File: config.mk
export PLATFORM = sky130hd
export DESIGN_NAME = nca_ram
export DESIGN_NICKNAME = d
export VERILOG_FILES = /design/src/rtl/nca_ram.sv
export SDC_FILE = /design/constraint.sdc
export NUM_CORES = 1
export LEC_CHECK = 0
export BUFFER_PORTS_ARGS = -buffer_cell sky130_fd_sc_hd__clkbuf_2
export CORE_MARGIN = 2
export CORE_UTILIZATION = 59
export CTS_BUF_LIST = sky130_fd_sc_hd__clkbuf_8
export DETAILED_ROUTE_END_ITERATION = 8
export PLACE_DENSITY = 0.83
export SLEW_MARGIN = 40
export SYNTH_ARGS = -nofsm -noshare
export SYNTH_HDL_FRONTEND = slang
export SYNTH_SLANG_ARGS = --single-unit
File: constraint.sdc
create_clock -name clk_i -period 2.5 [get_ports clk_i]
set_input_delay 0.375 -clock clk_i [delete_from_list [all_inputs] [get_ports clk_i]]
set_output_delay 0.375 -clock clk_i [all_outputs]
set_load 0.005 [all_outputs]
File: src/rtl/nca_ram.sv
// Generic single-write, single-read synchronous RAM with registered read data.
module nca_ram #(
  parameter int WIDTH = 16,
  parameter int DEPTH = 64
) (
  input  logic                                     clk_i,
  input  logic                                     we_i,
  input  logic [((DEPTH > 1) ? $clog2(DEPTH) : 1)-1:0] waddr_i,
  input  logic [WIDTH-1:0]                         wdata_i,
  input  logic                                     re_i,
  input  logic [((DEPTH > 1) ? $clog2(DEPTH) : 1)-1:0] raddr_i,
  output logic [WIDTH-1:0]                         rdata_o
);

  logic [WIDTH-1:0] mem_q [DEPTH];

  always_ff @(posedge clk_i) begin
    if (we_i) begin
      mem_q[waddr_i] <= wdata_i;
    end
    if (re_i) begin
      rdata_o <= mem_q[raddr_i];
    end
  end

endmodule

**Yosys cells after proc, flatten, opt, wreduce, memory -nomap -nowiden**

Memory sizes are Yosys's and may differ from the RTL's. A register that Yosys moved wholly into a read port is not among the register bits.
Index checks and enable logic that the tools add are counted.

- Register bits after elaboration: 0
- Logic and storage cells: 3
- Bits in writable memories: 1024
- Memories kept: 1

- Mux-type cells: 2

Memories:

| name | depth | width | rd ports | clocked after Yosys merged registers in | wr ports | line | RTL |
|---|---|---|---|---|---|---|---|
| mem_q | 64 | 16 | 1 | 1 | 1 | 15 | `logic [WIDTH-1:0] mem_q [DEPTH];` |

Operators with widths:

| cell | number |
|---|---|
| 1-bit 2-to-1 mux | 2 |

**Longest topological paths before layout**

- Word-level depth: 2
- Mapped depth: 10
- Gate-level depth less buffers: 5

**Worst setup path before layout**

No wires, ideal clock.

- Kind: input to register
- From: input waddr_i[3] (netlist name)
- To: memory mem_q[48][0], enable pin
- Setup slack: 0.090 ns
- Stages: 4
- Data required time: 2.091 ns
- Buffers on the path: 1
- Data arrival time: 2.001 ns
- Cells stage by stage: clkbuf_1 -> nor2b_1 -> nand4b_1 -> nor3_1

RTL lines:

| what | line | RTL |
|---|---|---|
| from (decl) | 8 | `input logic [((DEPTH > 1) ? $clog2(DEPTH) : 1)-1:0] waddr_i,` |
| to (decl) | 15 |  |

No word-level cell before the write port.

==> metrics.md <==
| Metric | Value |
|---|---|
| LEAKAGE | `15.0 nW` |
| ANT nets after route | `0` |
| RSZ-0062 raised after global routing | `false` |
| Die area | `70200 um^2` |
| Final Hold Vio Count | `0` |
| Synth cell types | `42` |
| Min Tclk post-route | `2.18 ns` |
| Die Y | `265 um` |
| Hold buffers post-CTS | `0` |
| Grt total ovfl | `0` |
| Grt peak-use layer | `met2` |
| Final Max Tran Viols | `0` |
| Slowest cell on crit path | `mux4_2` |
| Root Buffer | `clkbuf_8` |
| Routed len/inst | `30.5 um` |
| Drc violations | `0` |
| Crit end category | `flop` |
| First-pass GRT wire length | `139 mm` |
| GRT Util Overall | `27.7%` |
| Crit path max fanout | `1` |
| Inserted Clock Buffers | `156` |
| CP cell instances | `mux4_2 > nor2b_1 > a211o_1 > a31oi_1 > buf_4 > a311oi_1` |
| Global Route met1 Usage | `37.9%` |
| Routability congestion estimate | `0.901` |
| Core box area | `67300 um^2` |
| Max Cap Viol | `0` |
| Clk_lat worst skew | `0.81 ns` |
| Layout Nets | `2178` |
| Mean Syn Cell Area | `22.0 um^2` |
| Post-Syn Nets | `1860` |
| Initial Utilization | `59.8%` |
| Dpl cell area | `42800 um^2` |
| Antenna violations before repair | `8` |
| PwrDens | `739 nW/um^2` |
| Synthesized flop and latch total | `1040` |
| # IOs | `47` |
| Chip width | `265 um` |
| Min Hold Slack | `0.0952 ns` |
| Register area share after synthesis | `77.7%` |
| 1st-pass router iterations | `6` |
| Number of global-route vias before repair | `21100` |
| Largest net degree at the start of global routing | `65` |
| WS Path Type | `flop to flop` |
| Achievable Freq | `459 MHz` |
| Fin area | `45600 um^2` |
| Clk sinks | `1040` |
| Slew HR | `44.8%` |
| Most common cell after layout, fill and taps aside | `edfxtp_1` |
| Synth warn | `0` |
| Clk_skew | `0.0461 ns` |
| Vias after detailed routing | `20700` |
| Slowest stage delay, CP | `0.47 ns` |
| P&R area growth vs syn | `13.3%` |
| Vias per std cell | `6.62` |
| WP data arrival | `2.70 ns` |
| Min-delay worst type | `input pin to flop` |
| Cell area after synthesis | `40200 um^2` |
| Reg2Reg Setup Slack | `0.32 ns` |
| CP required | `3.02 ns` |
| Core Util, Final | `67.7%` |
| Final WL | `95.4 mm` |
| Clock transition at path regs | `0.06 ns` |
| Layout cells sized above 1 | `31.3%` |
| Setup violators final | `0` |
| Count of buffers from port buffering | `46` |
| # H-tree levels | `4` |
| Setup crit start kind | `flop` |
| Outcome | `finished clean` |
| Final Cycle Share | `87.2%` |
| CTS max path bufs | `3` |
| Cell Rows | `95` |
| Worst Tran Pin Value | `0.828 ns` |
| Commonest cells after routing, fill and taps aside | `1040 x edfxtp_1, 220 x mux4_2, 188 x buf_4, 161 x clkbuf_8, 85 x mux2i_1` |
| Placed wire-length estimate | `60.0 mm` |
| Postcts setup bufs | `0` |
| CTS tree | `yes` |
| First DRT Iteration DRCs | `3063` |
| VDD IR max | `0.609 mV` |
| Met2 GRT Util | `42.8%` |
| Resized cells post-CTS | `0` |
| Met3 GRT Util | `7.55%` |
| Fillers | `3887` |
| Synth Instances | `1829` |
-- flip-flops by register name (all words and copies together) (netlist names) --
register / cells
mem_q: 1024
rdata_o: 16
-- final timing paths --
path | start | endpoint | cells past startpoint
min reg2reg | mem_q[38][3] | rdata_o[3] | 3
max reg2reg | mem_q[11][3] | rdata_o[3] | 6
max | mem_q[11][3] | rdata_o[3] | 6
min | wdata_i[2] | mem_q[22][2] | 2
-- cell families (layout without fill, tap and decap cells) --
| group | Yosys count | after routing | synth area share (%) |
|---|---|---|---|
| AOI/OAI and AO/OA | 129 | 129 | 2.40 |
| buffers and inverters | 104 | 531 | 1.82 |
| DFF | 1040 | 1040 | 77.7 |
| muxes | 336 | 336 | 15.5 |
| other | 0 | 1 | 0 |
| and+or+nand+nor | 220 | 220 | 2.64 |
-- Yosys cell counts --
| library cell | n | share of area, % |
|---|---|---|
| edfxtp_1 | 1040 | 78 |
| mux4_2 | 220 | 12 |
| mux2i_1 | 85 | 2.1 |
| nor2_1 | 72 | 0.67 |
| nand2_1 | 59 | 0.55 |
| a22oi_1 | 39 | 0.73 |
| buf_2 | 36 | 0.45 |
| nor2b_1 | 30 | 0.47 |
| mux2_2 | 27 | 0.76 |
| clkbuf_1 | 24 | 0.22 |
| nand3_1 | 24 | 0.30 |
| a21oi_1 | 17 | 0.21 |
| buf_6 | 17 | 0.48 |
| a221oi_1 | 16 | 0.35 |
| buf_4 | 13 | 0.24 |
| nand4_1 | 12 | 0.19 |
| a211o_1 | 8 | 0.17 |
| a211oi_1 | 8 | 0.15 |
| a311oi_1 | 8 | 0.17 |
| a31oi_1 | 8 | 0.12 |
| a221o_1 | 6 | 0.15 |
| a22o_1 | 6 | 0.13 |
| a41oi_1 | 5 | 0.11 |
| and4_1 | 5 | 0.11 |
| buf_12 | 5 | 0.25 |
| o21ai_0 | 5 | 0.062 |
| mux4_1 | 4 | 0.26 |
| buf_1 | 3 | 0.028 |
| buf_8 | 3 | 0.11 |
| nand2b_1 | 3 | 0.047 |
| nor4_2 | 3 | 0.093 |
| o21ai_1 | 3 | 0.037 |
| and2_1 | 2 | 0.031 |
| clkbuf_2 | 2 | 0.025 |
| nand3b_1 | 2 | 0.037 |
| nor2_2 | 2 | 0.031 |
| nor3_1 | 2 | 0.025 |
| clkbuf_4 | 1 | 0.019 |
| nand2_4 | 1 | 0.028 |
| nand4b_1 | 1 | 0.022 |
| or3_1 | 1 | 0.016 |
| or3b_2 | 1 | 0.022 |
-- power by group --
part / switching (mW) / total (mW) / internal, mW
Sequential: 0.0653 / 19.4 / 19.3
Clock: 6.24 / 12.3 / 6.04
Combinational: 1.17 / 1.95 / 0.783
-- metal layers --
| layer | vias up | wire (um) |
|---|---|---|
| li1 | 8345 | - |
| met1 | 10600 | 33400 |
| met2 | 1505 | 45600 |
| met3 | 266 | 12500 |
| met4 | 8 | 3820 |
| met5 | - | 60 |
-- layout make-up --
type / count / area (um^2) / area share [%]
diodes: 1 / 2.50 / 0.00549
clock buffers: 160 / 2200 / 4.83
clock inverters: 107 / 505 / 1.11
multi-input cells: 685 / 8250 / 18.1
flip-flops and latches: 1040 / 31200 / 68.6
well taps: 873 / 1090 / 2.40
repair buffers: 264 / 2270 / 4.99
-- per-stage QoR --
step	cells	setup slack (ns)	power, mW	setup TNS, ns
after floorplan	1829	0.0902	20.7	0
after global placement	2862	-0.225	21.6	-1.55
after detailed placement	2862	-0.241	21.7	-1.60
after CTS	3129	0.372	33.8	0
after global routing	3129	0.295	34.6	0
final	3130	0.321	33.6	0
-- worst max-delay path: cells and delay by family, from the launching register on --
kind	cells	cell delay [ns]
mux	1	0.47
simple gates	1	0.15
compound gates	3	0.72
flops	1	0.39
buf+inv	1	0.18
Note: power is estimated with default switching activity, not from simulation.
